==> src/ngfe_pkg.sv <==
// Shared types and constants for the GGA sentence field extractor.
`timescale 1ns / 1ps

package ngfe_pkg;

   // Characters the parser looks for.
   localparam logic [7:0] CHAR_G     = 8'h47;
   localparam logic [7:0] CHAR_P     = 8'h50;
   localparam logic [7:0] CHAR_A     = 8'h41;
   localparam logic [7:0] CHAR_COMMA = 8'h2C;
   localparam logic [7:0] CHAR_ZERO  = 8'h30;

   // Field widths of one result.
   localparam int TIME_W = 48;
   localparam int LAT_W  = 32;
   localparam int LON_W  = 40;
   localparam int CHAR_W = 8;

   // Number of digit bytes in each field.
   localparam int TIME_DIGITS = TIME_W / 8;
   localparam int LAT_DIGITS  = LAT_W / 8;
   localparam int LON_DIGITS  = LON_W / 8;

   // Record contents after reset.
   localparam logic [TIME_W-1:0] TIME_RESET = 48'h01_01_02_04_00_08;
   localparam logic [LAT_W-1:0]  LAT_RESET  = 32'h02_04_01_07;
   localparam logic [LON_W-1:0]  LON_RESET  = 40'h01_01_03_02_04;
   localparam logic [CHAR_W-1:0] NS_RESET   = 8'h4E;
   localparam logic [CHAR_W-1:0] EW_RESET   = 8'h45;

   // Command queue between the parser and the record store; depth is a power of two.
   localparam int QUEUE_DEPTH = 4;
   localparam int QUEUE_PTR_W = $clog2(QUEUE_DEPTH);
   localparam int QUEUE_CNT_W = $clog2(QUEUE_DEPTH + 1);

   typedef enum logic [2:0] {
      CMD_NONE,
      CMD_TIME,
      CMD_LAT,
      CMD_NS,
      CMD_LON,
      CMD_EW
   } cmd_kind_type;

   typedef struct packed {
      cmd_kind_type kind;
      logic [2:0]   pos;
      logic [7:0]   value;
   } cmd_type;

endpackage

==> src/ngfe_if.sv <==
// Request and response channel interfaces of the GGA sentence field extractor.
`timescale 1ns / 1ps

interface ngfe_req_if;
   logic       valid;
   logic       ready;
   logic [7:0] rx_byte;

   modport source (output valid, output rx_byte, input ready);
   modport sink (input valid, input rx_byte, output ready);
endinterface

interface ngfe_rsp_if;
   logic        valid;
   logic        ready;
   logic [47:0] time_digits;
   logic [31:0] latitude_digits;
   logic [7:0]  north_south;
   logic [39:0] longitude_digits;
   logic [7:0]  east_west;
   logic        record_done;

   modport source (output valid, output time_digits, output latitude_digits,
                   output north_south, output longitude_digits, output east_west,
                   output record_done, input ready);
   modport sink (input valid, input time_digits, input latitude_digits,
                 input north_south, input longitude_digits, input east_west,
                 input record_done, output ready);
endinterface

==> src/ngfe_front.sv <==
// Sentence parser: tracks the position in the GGA sentence and turns each byte into a store command.
`timescale 1ns / 1ps

module ngfe_front (
   input  logic            clock,
   input  logic            reset,
   input  logic            byte_valid,
   input  logic [7:0]      rx_byte,
   input  logic            cmd_ready,
   output ngfe_pkg::cmd_type cmd
);
   import ngfe_pkg::*;

   typedef enum logic [4:0] {
      ST_IDLE,
      ST_P,
      ST_G2,
      ST_G3,
      ST_A,
      ST_COMMA,
      ST_HOUR,
      ST_MIN,
      ST_SEC,
      ST_SKIP_LAT,
      ST_LAT,
      ST_SKIP_NS,
      ST_NS,
      ST_SKIP_BYTE,
      ST_LON,
      ST_SKIP_EW,
      ST_EW
   } state_type;

   state_type  state_ff, state_in;
   logic [2:0] index_ff, index_in;
   logic [2:0] index_next;
   logic [2:0] time_base;
   logic       accept;

   // A field ends once the advanced index passes its last digit or wraps to zero.
   function automatic logic field_end(input logic [2:0] nxt, input logic [2:0] last);
      return (nxt > last) || (nxt == 3'd0);
   endfunction

   assign accept     = byte_valid && cmd_ready;
   assign index_next = index_ff + 3'd1;

   always_comb begin
      state_in   = state_ff;
      index_in   = index_ff;
      time_base  = 3'd0;
      cmd.kind   = CMD_NONE;
      cmd.pos    = index_ff;
      cmd.value  = rx_byte - CHAR_ZERO;
      unique case (state_ff)
         ST_IDLE: begin
            if (rx_byte == CHAR_G) state_in = ST_P;
         end
         ST_P:     state_in = (rx_byte == CHAR_P) ? ST_G2 : ST_IDLE;
         ST_G2:    state_in = (rx_byte == CHAR_G) ? ST_G3 : ST_IDLE;
         ST_G3:    state_in = (rx_byte == CHAR_G) ? ST_A : ST_IDLE;
         ST_A:     state_in = (rx_byte == CHAR_A) ? ST_COMMA : ST_IDLE;
         ST_COMMA: state_in = (rx_byte == CHAR_COMMA) ? ST_HOUR : ST_IDLE;
         ST_HOUR, ST_MIN, ST_SEC: begin
            // Hours, minutes and seconds each take two digits of the time field.
            if (state_ff == ST_MIN) time_base = 3'd2;
            else if (state_ff == ST_SEC) time_base = 3'd4;
            if (index_ff < 3'd2) begin
               cmd.kind = CMD_TIME;
               cmd.pos  = time_base + {2'b00, index_ff[0]};
            end
            index_in = index_next;
            if (field_end(index_next, 3'd1)) begin
               index_in = 3'd0;
               if (state_ff == ST_HOUR) state_in = ST_MIN;
               else if (state_ff == ST_MIN) state_in = ST_SEC;
               else state_in = ST_SKIP_LAT;
            end
         end
         ST_SKIP_LAT: begin
            if (rx_byte == CHAR_COMMA) state_in = ST_LAT;
         end
         ST_LAT: begin
            cmd.kind = CMD_LAT;
            index_in = index_next;
            if (field_end(index_next, 3'(LAT_DIGITS - 1))) begin
               index_in = 3'd0;
               state_in = ST_SKIP_NS;
            end
         end
         ST_SKIP_NS: begin
            if (rx_byte == CHAR_COMMA) state_in = ST_NS;
         end
         ST_NS: begin
            cmd.kind  = CMD_NS;
            cmd.value = rx_byte;
            state_in  = ST_SKIP_BYTE;
         end
         ST_SKIP_BYTE: state_in = ST_LON;
         ST_LON: begin
            cmd.kind = CMD_LON;
            index_in = index_next;
            if (field_end(index_next, 3'(LON_DIGITS - 1))) begin
               index_in = 3'd0;
               state_in = ST_SKIP_EW;
            end
         end
         ST_SKIP_EW: begin
            if (rx_byte == CHAR_COMMA) state_in = ST_EW;
         end
         ST_EW: begin
            cmd.kind  = CMD_EW;
            cmd.value = rx_byte;
            state_in  = ST_IDLE;
         end
         default: state_in = ST_IDLE;
      endcase
   end

   always_ff @(posedge clock) begin
      if (reset) begin
         state_ff <= ST_IDLE;
         index_ff <= 3'd0;
      end else if (accept) begin
         state_ff <= state_in;
         index_ff <= index_in;
      end
   end

endmodule

==> src/ngfe_queue.sv <==
// Short command queue that lets the parser and the record store stall independently.
`timescale 1ns / 1ps

module ngfe_queue (
   input  logic              clock,
   input  logic              reset,
   input  logic              push_valid,
   input  ngfe_pkg::cmd_type push_cmd,
   output logic              push_ready,
   output logic              pop_valid,
   output ngfe_pkg::cmd_type pop_cmd,
   input  logic              pop_ready
);
   import ngfe_pkg::*;

   cmd_type                  entry_ff [QUEUE_DEPTH];
   logic [QUEUE_PTR_W-1:0]   wr_ptr_ff, rd_ptr_ff;
   logic [QUEUE_CNT_W-1:0]   count_ff, count_in;
   logic                     push, pop;

   assign push_ready = (count_ff != QUEUE_CNT_W'(QUEUE_DEPTH));
   assign pop_valid  = (count_ff != '0);
   assign pop_cmd    = entry_ff[rd_ptr_ff];
   assign push       = push_valid && push_ready;
   assign pop        = pop_valid && pop_ready;

   always_comb begin
      unique case ({push, pop})
         2'b10:   count_in = count_ff + QUEUE_CNT_W'(1);
         2'b01:   count_in = count_ff - QUEUE_CNT_W'(1);
         default: count_in = count_ff;
      endcase
   end

   always_ff @(posedge clock) begin
      if (reset) begin
         wr_ptr_ff <= '0;
         rd_ptr_ff <= '0;
         count_ff  <= '0;
      end else begin
         if (push) wr_ptr_ff <= wr_ptr_ff + QUEUE_PTR_W'(1);
         if (pop) rd_ptr_ff <= rd_ptr_ff + QUEUE_PTR_W'(1);
         count_ff <= count_in;
      end
   end

   always_ff @(posedge clock) begin
      if (push) entry_ff[wr_ptr_ff] <= push_cmd;
   end

endmodule

==> src/ngfe_back.sv <==
// Record store: applies store commands and presents the whole record as the response.
`timescale 1ns / 1ps

module ngfe_back (
   input  logic              clock,
   input  logic              reset,
   input  logic              cmd_valid,
   input  ngfe_pkg::cmd_type cmd,
   output logic              cmd_ready,
   ngfe_rsp_if.source        rsp_chan
);
   import ngfe_pkg::*;

   logic [TIME_W-1:0] time_ff, time_in;
   logic [LAT_W-1:0]  lat_ff, lat_in;
   logic [LON_W-1:0]  lon_ff, lon_in;
   logic [CHAR_W-1:0] ns_ff, ns_in;
   logic [CHAR_W-1:0] ew_ff, ew_in;
   logic              done_ff;
   logic              valid_ff;
   logic              load;

   // The stores themselves are the output register; a new command loads when the slot frees.
   assign cmd_ready = !valid_ff || rsp_chan.ready;
   assign load      = cmd_valid && cmd_ready;

   always_comb begin
      time_in = time_ff;
      lat_in  = lat_ff;
      lon_in  = lon_ff;
      ns_in   = ns_ff;
      ew_in   = ew_ff;
      unique case (cmd.kind)
         CMD_TIME: begin
            for (int i = 0; i < TIME_DIGITS; i++) begin
               if (cmd.pos == 3'(i)) time_in[8*(TIME_DIGITS-1-i) +: 8] = cmd.value;
            end
         end
         CMD_LAT: begin
            for (int i = 0; i < LAT_DIGITS; i++) begin
               if (cmd.pos == 3'(i)) lat_in[8*(LAT_DIGITS-1-i) +: 8] = cmd.value;
            end
         end
         CMD_LON: begin
            for (int i = 0; i < LON_DIGITS; i++) begin
               if (cmd.pos == 3'(i)) lon_in[8*(LON_DIGITS-1-i) +: 8] = cmd.value;
            end
         end
         CMD_NS:  ns_in = cmd.value;
         CMD_EW:  ew_in = cmd.value;
         default: ;
      endcase
   end

   always_ff @(posedge clock) begin
      if (reset) begin
         valid_ff <= 1'b0;
         done_ff  <= 1'b0;
         time_ff  <= TIME_RESET;
         lat_ff   <= LAT_RESET;
         lon_ff   <= LON_RESET;
         ns_ff    <= NS_RESET;
         ew_ff    <= EW_RESET;
      end else begin
         if (load) begin
            valid_ff <= 1'b1;
            done_ff  <= (cmd.kind == CMD_EW);
            time_ff  <= time_in;
            lat_ff   <= lat_in;
            lon_ff   <= lon_in;
            ns_ff    <= ns_in;
            ew_ff    <= ew_in;
         end else if (rsp_chan.ready) begin
            valid_ff <= 1'b0;
         end
      end
   end

   assign rsp_chan.valid            = valid_ff;
   assign rsp_chan.time_digits      = time_ff;
   assign rsp_chan.latitude_digits  = lat_ff;
   assign rsp_chan.north_south      = ns_ff;
   assign rsp_chan.longitude_digits = lon_ff;
   assign rsp_chan.east_west        = ew_ff;
   assign rsp_chan.record_done      = done_ff;

endmodule

==> src/nmea_gga_field_extractor_core.sv <==
// Top level of the GGA sentence field extractor: parser, command queue and record store.
//
//   Channel    Direction  Carries
//   req_chan   in         one received character (rx_byte)
//   rsp_chan   out        the stored record after that character, plus record_done
//
// One character is taken per cycle and one response leaves per cycle when both sides flow.
// An accepted request is registered first in the four-entry command queue and then in the
// record store, which is the output register. The parser stalls only when the queue is
// full; the store drains the queue whenever its response has been taken or is empty.
// Synchronous reset restores the default record and empties the queue; requests are
// accepted from the first cycle after reset.
`timescale 1ns / 1ps

module nmea_gga_field_extractor_core (
   input  logic       clock,
   input  logic       reset,
   ngfe_req_if.sink   req_chan,
   ngfe_rsp_if.source rsp_chan
);
   import ngfe_pkg::*;

   cmd_type front_cmd;
   cmd_type back_cmd;
   logic    push_ready;
   logic    pop_valid;
   logic    pop_ready;

   assign req_chan.ready = push_ready;

   ngfe_front u_front (
      .clock      (clock),
      .reset      (reset),
      .byte_valid (req_chan.valid),
      .rx_byte    (req_chan.rx_byte),
      .cmd_ready  (push_ready),
      .cmd        (front_cmd)
   );

   ngfe_queue u_queue (
      .clock      (clock),
      .reset      (reset),
      .push_valid (req_chan.valid),
      .push_cmd   (front_cmd),
      .push_ready (push_ready),
      .pop_valid  (pop_valid),
      .pop_cmd    (back_cmd),
      .pop_ready  (pop_ready)
   );

   ngfe_back u_back (
      .clock     (clock),
      .reset     (reset),
      .cmd_valid (pop_valid),
      .cmd       (back_cmd),
      .cmd_ready (pop_ready),
      .rsp_chan  (rsp_chan)
   );

endmodule

==> src/flat_wrapper.sv <==
// flat-port wrapper written by rule: the top's interface ports become plain ports
module nmea_gga_field_extractor_core_flat import ngfe_pkg::*;
  (clock, reset, req_chan_valid, req_chan_rx_byte, req_chan_ready, rsp_chan_valid, rsp_chan_time_digits, rsp_chan_latitude_digits, rsp_chan_north_south, rsp_chan_longitude_digits, rsp_chan_east_west, rsp_chan_record_done, rsp_chan_ready);
  ngfe_req_if req_chan_i ();
  ngfe_rsp_if rsp_chan_i ();
  input  logic clock;
  input  logic reset;
  input wire logic [$bits(req_chan_i.valid)-1:0] req_chan_valid;
  input wire logic [$bits(req_chan_i.rx_byte)-1:0] req_chan_rx_byte;
  output wire logic [$bits(req_chan_i.ready)-1:0] req_chan_ready;
  output wire logic [$bits(rsp_chan_i.valid)-1:0] rsp_chan_valid;
  output wire logic [$bits(rsp_chan_i.time_digits)-1:0] rsp_chan_time_digits;
  output wire logic [$bits(rsp_chan_i.latitude_digits)-1:0] rsp_chan_latitude_digits;
  output wire logic [$bits(rsp_chan_i.north_south)-1:0] rsp_chan_north_south;
  output wire logic [$bits(rsp_chan_i.longitude_digits)-1:0] rsp_chan_longitude_digits;
  output wire logic [$bits(rsp_chan_i.east_west)-1:0] rsp_chan_east_west;
  output wire logic [$bits(rsp_chan_i.record_done)-1:0] rsp_chan_record_done;
  input wire logic [$bits(rsp_chan_i.ready)-1:0] rsp_chan_ready;
  assign req_chan_i.valid = req_chan_valid;
  assign req_chan_i.rx_byte = req_chan_rx_byte;
  assign req_chan_ready = req_chan_i.ready;
  assign rsp_chan_valid = rsp_chan_i.valid;
  assign rsp_chan_time_digits = rsp_chan_i.time_digits;
  assign rsp_chan_latitude_digits = rsp_chan_i.latitude_digits;
  assign rsp_chan_north_south = rsp_chan_i.north_south;
  assign rsp_chan_longitude_digits = rsp_chan_i.longitude_digits;
  assign rsp_chan_east_west = rsp_chan_i.east_west;
  assign rsp_chan_record_done = rsp_chan_i.record_done;
  assign rsp_chan_i.ready = rsp_chan_ready;
  nmea_gga_field_extractor_core u_core (.clock(clock), .reset(reset), .req_chan(req_chan_i), .rsp_chan(rsp_chan_i));
endmodule
==> config.mk <==
export PLATFORM = sky130hd
export DESIGN_NAME = nmea_gga_field_extractor_core_flat
export DESIGN_NICKNAME = d
export VERILOG_FILES = /design/src/ngfe_pkg.sv /design/src/ngfe_if.sv /design/src/ngfe_front.sv /design/src/ngfe_queue.sv /design/src/ngfe_back.sv /design/src/nmea_gga_field_extractor_core.sv /design/src/flat_wrapper.sv
export SDC_FILE = /design/constraint.sdc
export NUM_CORES = 1
export LEC_CHECK = 0
export BUFFER_PORTS_ARGS = -buffer_cell sky130_fd_sc_hd__buf_4
export CAP_MARGIN = 25
export CORE_ASPECT_RATIO = 2
export CORE_MARGIN = 3
export CORE_UTILIZATION = 25
export CTS_CLUSTER_SIZE = 24
export DETAILED_ROUTE_END_ITERATION = 10
export SLEW_MARGIN = 30
export SYNTH_ARGS = -nofsm -noshare
export SYNTH_HDL_FRONTEND = slang
export SYNTH_SLANG_ARGS = --single-unit
==> constraint.sdc <==
create_clock -name clock -period 3.15 [get_ports clock]
set_input_delay 0.4725 -clock clock [delete_from_list [all_inputs] [get_ports clock]]
set_output_delay 0.4725 -clock clock [all_outputs]
set_load 0.02 [all_outputs]
==> results of run 1 <==
==> per-layer routing <==
layer  GRT usage  up-vias  share of wire
met2      0.2632      144           0.57
li1            -     2838              -
met1      0.1338     2858           0.36
met4     0.04200        0          0.023
met3     0.01798       33          0.043
met5           0        -              0
==> flip-flops by register name, summed over array words and instances (netlist names), named ones only <==
name and cells:
u_core.u_back.rsp_chan.record_done 1, u_core.u_queue.rd_ptr_ff 2, u_core.u_front.state_ff 5, u_core.u_queue.wr_ptr_ff 2
u_core.u_queue.entry_ff 56, u_core.u_queue.count_ff 3, u_core.u_back.rsp_chan.time_digits 48, u_core.u_back.rsp_chan.latitude_digits 32
u_core.u_back.rsp_chan.valid 1, u_core.u_back.rsp_chan.north_south 8, u_core.u_back.rsp_chan.east_west 8, u_core.u_back.rsp_chan.longitude_digits 40
u_core.u_front.index_ff 3
==> cells in the mapped netlist, types with 6 or more instances <==
library cell  number
ha_1              15
inv_1             15
nor2b_1           17
nor3_1             7
mux4_2            14
dfxtp_1          155
a211o_1           14
nand2b_1          17
nor2_1           141
edfxtp_1          56
xor2_1             6
nand2_1           29
a21oi_1           13
mux2i_1          124
clkbuf_1          31
==> where the power goes <==
| group | leakage [nW] | total [mW] | internal, mW | switching, mW |
|---|---|---|---|---|
| Sequential | 1.77 | 3.19 | 3.02 | 0.168 |
| Clock | 0.348 | 2.52 | 1.48 | 1.05 |
| Combinational | 2.57 | 1.84 | 0.669 | 1.17 |
| Total | 4.69 | 7.55 | 5.17 | 2.39 |
==> through the flow <==
step	setup WS [ns]	total power, mW	cells	utilization	hold WS, ns
2_1_floorplan	0.6958	4.432	727	-	0.4659
3_3_place_gp	0.4599	5.122	1286	0.3034	0.4633
3_5_place_dp	0.4321	5.142	1286	0.3034	0.4691
4_1_cts	0.4004	7.713	1323	0.3243	0.1719
5_1_grt	0.2145	7.953	1323	0.3243	0.1776
6_report	0.4170	7.554	1323	0.3243	0.1939
==> worst reg2reg max path, cell delays in order (launching register included) <==
cell     delay (ns)
dfxtp_1        0.49
ha_1           0.22
xor2_1         0.33
inv_1          0.08
ha_1           0.29
nand2_1        0.06
o41ai_1        0.08
nand2_1        0.12
nand4_1        0.28
or4_1          0.56
a21oi_1        0.13
==> cell families (layout without fill, tap and decap cells) <==
kind of cell / Yosys count / after routing / share of synthesized area
and+or+nand+nor: 249 / 249 / 0.1417
xor gates and xnor gates: 10 / 10 / 0.01043
adders and majority gates: 16 / 16 / 0.02474
DFF: 211 / 211 / 0.5698
AOI/OAI and AO/OA: 49 / 49 / 0.04098
buffers and inverters: 53 / 217 / 0.02563
muxes: 139 / 139 / 0.1867
==> how the worst max path moves through the flow <==
stage | from | to | slack, ns
2_1_floorplan | u_core.u_queue.count_ff[0]$_SDFFE_PP0P_ | u_core.u_queue.count_ff[2]$_SDFFE_PP0P_ | 0.70
3_3_place_gp | flip-flop | u_core.u_back.rsp_chan.time_digits[24]$_SDFFE_PP0P_ | 0.46
3_5_place_dp | flip-flop | u_core.u_back.rsp_chan.time_digits[28]$_SDFFE_PP0P_ | 0.43
4_1_cts | u_core.u_front.index_ff[0]$_SDFFE_PP0P_ | u_core.u_front.state_ff[3]$_SDFFE_PP0P_ | 0.40
5_1_grt | u_core.u_front.index_ff[0]$_SDFFE_PP0P_ | u_core.u_front.state_ff[3]$_SDFFE_PP0P_ | 0.21
6_report | u_core.u_front.index_ff[0]$_SDFFE_PP0P_ | u_core.u_front.state_ff[3]$_SDFFE_PP0P_ | 0.42
==> final cells by class <==
type / count / area [µm²] / area share
clock buffers: 28 / 585.6 / 0.05464
clock inverters: 9 / 105.1 / 0.009807
inverters: 16 / 60.06 / 0.005604
multi-input cells: 463 / 3397 / 0.3170
flip-flops and latches: 211 / 4785 / 0.4465
well taps: 432 / 540.5 / 0.05044
repair buffers: 164 / 1244 / 0.1161
==> impl_metrics.env, run 1 <==
export IMPL_clk_latency_ns=0.51
export IMPL_hold_buffers=0
export IMPL_p_per_area_mw_per_mm2=704.9
export IMPL_numCtsBuffers=21
export IMPL_fin_skew_ns=0.02290
export IMPL_synthCells=727
export IMPL_core_area_mm2=0.03305
export IMPL_synth_edf_count=56
export IMPL_die_h_um=265.2
export IMPL_period_minus_slack_ns=2.733
export IMPL_cts_setup_buffers=0
export IMPL_dieArea_mm2=0.03596
export IMPL_dp_hpwl_mm=17.06
export IMPL_viasPerCell=4.439
export IMPL_start_kind="flip-flop"
export IMPL_globalRouteOverflowTotal=0
export IMPL_status="complete, no violations"
export IMPL_grt_max_degree=71
export IMPL_setup_tns_ns=0
export IMPL_hp_class="input port to flip-flop"
export IMPL_crit_path_top_delay_cell="or4_1"
export IMPL_synth_top_area_cell="dfxtp_1"
export IMPL_cts_resized=0
export IMPL_num_vias=5873
export IMPL_crit_required_ns=3.57
export IMPL_final_common_cell="buf_4"
export IMPL_critPathTopFamily="simple AND/OR/NAND/NOR gates"
export IMPL_drc=0
export IMPL_hold_violations=0
export IMPL_worstReg2RegStart="u_core.u_front.index_ff[0]$_SDFFE_PP0P_"
export IMPL_cp_end_kind="flip-flop"
export IMPL_synth_area_mm2=0.008397
export IMPL_synth_ff_type="dfxtp_1"
export IMPL_cap_violations=0
export IMPL_die_w_um=135.6
export IMPL_worst_pin_slew_ns=0.7573
export IMPL_ys_ff_latch=211
export IMPL_final_area_mm2=0.01072
export IMPL_place_gp_congestion=0.8345
export IMPL_slew_viol_final=0
export IMPL_clkTransAtPathRegs_ns=0.06
export IMPL_crit_buf_inv=1
export IMPL_synth_top_cell_area_share=0.3695
export IMPL_r2r_worst_path_cells=10
export IMPL_initial_utilization=0.2541
export IMPL_r2r_slack_ns=0.42
export IMPL_rsz0062_at_grt="no"
export IMPL_max_stage_delay_ns=0.56
export IMPL_gr_usage_all_layers=0.1304
export IMPL_postRouteWirelength_mm=23.73
export IMPL_worstPathMaxFanout=9
export IMPL_hold_start="req_chan_rx_byte[3]"
export IMPL_p_leak_nw=4.686
export IMPL_drive_gt1_frac=0.2503
export IMPL_pin_count=151
export IMPL_async_flop_share=0
export IMPL_r2r_end="u_core.u_front.state_ff[3]$_SDFFE_PP0P_"
export IMPL_grt_pass1_vias=5969
export IMPL_syn2layout_area_growth_pct=27.63
export IMPL_cts_buffer_depth=3
export IMPL_root_buffer="clkbuf_16"
export IMPL_worst_setup_path_type="flip-flop to flip-flop"
export IMPL_relSlewSlack=0.4951
export IMPL_hold_path_cell_count=1
export IMPL_num_rows=94
export IMPL_clock_sinks=211
export IMPL_drtIter0Drc=258
export IMPL_syn_area_per_cell_um2=11.55
export IMPL_antenna_found_initial=0
export IMPL_fin_nets=905
export IMPL_wl_per_cell_um=17.94
export IMPL_ir_drop_mv=0.3643
export IMPL_crit_chain="ha_1, xor2_1, inv_1, ha_1, nand2_1, o41ai_1, nand2_1, nand4_1, or4_1, a21oi_1"
export IMPL_setup_viol=0
export IMPL_h_tree_depth=1
export IMPL_synth_fp_nets=755
export IMPL_period_share=0.8676
export IMPL_whs_endpoint="u_core.u_queue.entry_ff[2][3]$_DFFE_PP_"
export IMPL_layout_common_cells="163 x buf_4, 155 x dfxtp_1, 141 x nor2_1, 124 x mux2i_1, 56 x edfxtp_1"
export IMPL_ys_seq_area_frac=0.5698
export IMPL_cp_data_arrival_time_ns=3.16
export IMPL_synth_area_leaders="dfxtp_1 37%, edfxtp_1 20%, mux2i_1 15%"
export IMPL_cp_depth=10
export IMPL_port_buffers=150
export IMPL_timing_fmax_mhz=365.9
export IMPL_drt_first_pass_iters=4
export IMPL_antennaDiodeCount=0
export IMPL_ant_nets=0
export IMPL_cts_tree="yes"
export IMPL_yosys_warnings=0
export IMPL_synth_distinct_cells=52
export IMPL_placed_area_mm2=0.01003
export IMPL_fillers=3311
export IMPL_grt_pass1_wl_mm=35.96
Note: power is estimated with default switching activity, not from simulation.
==> run 2, diff against run 1 <==
PLACE_DENSITY = 0.43   (was unset)
==> run 2 against run 1 <==
Setup slack improved by 0.046 ns. Critical path depth decreased by 4. Register-to-register slack improved by 0.05 ns. Non-clock buffer count increased by 5. Wire length increased by 7.4%. Cell count increased by 0.60%. Clock skew decreased by 0.014 ns.
==> impl_metrics.env, run 2 (same netlist as run 1, synthesis figures left out) <==
export IMPL_status="complete, no violations"
export IMPL_p_leak_nw=4.720
export IMPL_power_frac_seq=0.409
export IMPL_p_sw_mw=2.479
export IMPL_die_w_um=135.6
export IMPL_worstPathMaxFanout=8
export IMPL_antenna_found_initial=0
export IMPL_fin_skew_ns=0.008414
export IMPL_wl_per_cell_um=19.16
export IMPL_p_int_mw=5.288
export IMPL_setup_viol=0
export IMPL_dieArea_mm2=0.03596
export IMPL_globalRouteOverflowTotal=0
export IMPL_num_rows=94
export IMPL_fin_nets=911
export IMPL_numCtsBuffers=22
export IMPL_antennaDiodeCount=0
export IMPL_wl_met2_mm=15.00
export IMPL_slew_viol_final=0
export IMPL_pin_count=151
export IMPL_p_clk_frac=0.345
export IMPL_gr_usage_all_layers=0.1386
export IMPL_top_layer_used="met4"
export IMPL_relSlewSlack=0.4639
export IMPL_syn2layout_area_growth_pct=28.85
export IMPL_drtIter0Drc=201
export IMPL_dr_wl_met3_um=824
export IMPL_num_vias=5907
export IMPL_cp_end_kind="flip-flop"
export IMPL_drt_first_pass_iters=4
export IMPL_ir_drop_mv=0.3693
export IMPL_viasPerCell=4.438
export IMPL_p_per_area_mw_per_mm2=717.9
export IMPL_place_gp_congestion=0.7570
export IMPL_hold_violations=0
export IMPL_final_area_mm2=0.01082
export IMPL_drc=0
export IMPL_period_share=0.8529
export IMPL_port_buffers=150
export IMPL_cts_setup_buffers=0
export IMPL_layout_common_cells="167 x buf_4, 155 x dfxtp_1, 141 x nor2_1, 124 x mux2i_1, 56 x edfxtp_1"
export IMPL_period_minus_slack_ns=2.687
export IMPL_initial_utilization=0.2541
export IMPL_grt_pass1_wl_mm=37.63
export IMPL_clock_sinks=211
export IMPL_grt_pass1_vias=5927
export IMPL_timing_fmax_mhz=372.2
export IMPL_h_tree_depth=1
export IMPL_grt_max_degree=61
export IMPL_cts_tree="yes"
export IMPL_final_common_cell="buf_4"
export IMPL_cap_violations=0
export IMPL_placed_area_mm2=0.01008
export IMPL_root_buffer="clkbuf_16"
export IMPL_die_h_um=265.2
export IMPL_clkTransAtPathRegs_ns=0.07
export IMPL_start_kind="flip-flop"
export IMPL_postRouteWirelength_mm=25.50
export IMPL_crit_required_ns=3.52
export IMPL_ant_nets=0
export IMPL_worst_pin_slew_ns=0.8041
export IMPL_worst_setup_path_type="flip-flop to flip-flop"
export IMPL_setup_tns_ns=0
export IMPL_clk_latency_ns=0.51
export IMPL_wl_met1_mm=9.004
export IMPL_drive_gt1_frac=0.2547
export IMPL_rsz0062_at_grt="no"
export IMPL_largest_reg_flops=56
export IMPL_dp_hpwl_mm=18.20
export IMPL_comb_power_share=0.246
export IMPL_p_sw_frac=0.3192
export IMPL_hp_class="input port to flip-flop"
export IMPL_core_area_mm2=0.03305
export IMPL_cts_buffer_depth=3
export IMPL_cp_data_arrival_time_ns=3.05
export IMPL_largest_register="u_core.u_queue.entry_ff"
export IMPL_cts_resized=0
export IMPL_hold_buffers=0
-- run 2: cell type report --
type / instances / area [µm²]
fillers: 3394 / 22230
flip-flops and latches: 211 / 4785
multi-input cells: 463 / 3397
repair buffers: 169 / 1294
clock buffers: 29 / 639.4
well taps: 432 / 540.5
clock inverters: 11 / 103.9
inverters: 16 / 60.06
-- run 2: stage by stage --
step                      cells  hold WS [ns]  power [mW]  utilization  worst slack (ns)
final                      1331        0.1994       7.767       0.3274            0.4634
after global placement     1291        0.4483       5.206       0.3049            0.4543
after global routing       1331        0.1891       8.167       0.3274            0.3086
after floorplan             727        0.4659       4.432            -            0.6958
after detailed placement   1291        0.4667       5.214       0.3049            0.5041
after CTS                  1331        0.1707       7.951       0.3274            0.4874
-- run 2: power by group through the flow --
stage	clock, mW	combinational, mW	sequential, mW
6_report	2.68	1.91	3.18
3_5_place_dp	0	1.97	3.24
4_1_cts	2.79	1.98	3.18
5_1_grt	2.88	2.08	3.21
2_1_floorplan	0	1.16	3.27
3_3_place_gp	0	1.97	3.24
-- run 2: worst paths after layout --
path / from / to / slack [ns] / depth (start not counted)
max: flip-flop / u_core.u_back.rsp_chan.latitude_digits[12]$_SDFFE_PP0P_ / 0.46 / 6
min: req_chan_rx_byte[1] / u_core.u_queue.entry_ff[2][1]$_DFFE_PP_ / 0.20 / 1
max reg2reg: flip-flop / u_core.u_back.rsp_chan.latitude_digits[12]$_SDFFE_PP0P_ / 0.46 / 6
min reg2reg: u_core.u_back.rsp_chan.longitude_digits[2]$_SDFFE_PP1P_ / u_core.u_back.rsp_chan.longitude_digits[2]$_SDFFE_PP1P_ / 0.48 / 1
-- run 2: worst max-delay path: stages, from the launching register on --
cell and delay [ns]:
dfxtp_1 0.54, mux4_2 0.36, or3_1 0.40, nor3b_1 0.43
nand2_1 0.48, mux2i_1 0.28, nor2_1 0.05
-- run 2: metal layers --
| layer | vias up | GRT usage |
|---|---|---|
| li1 | 2844 | - |
| met1 | 2901 | 0.1389 |
| met2 | 129 | 0.2851 |
| met3 | 33 | 0.01533 |
| met4 | 0 | 0.04663 |
| met5 | - | 0 |
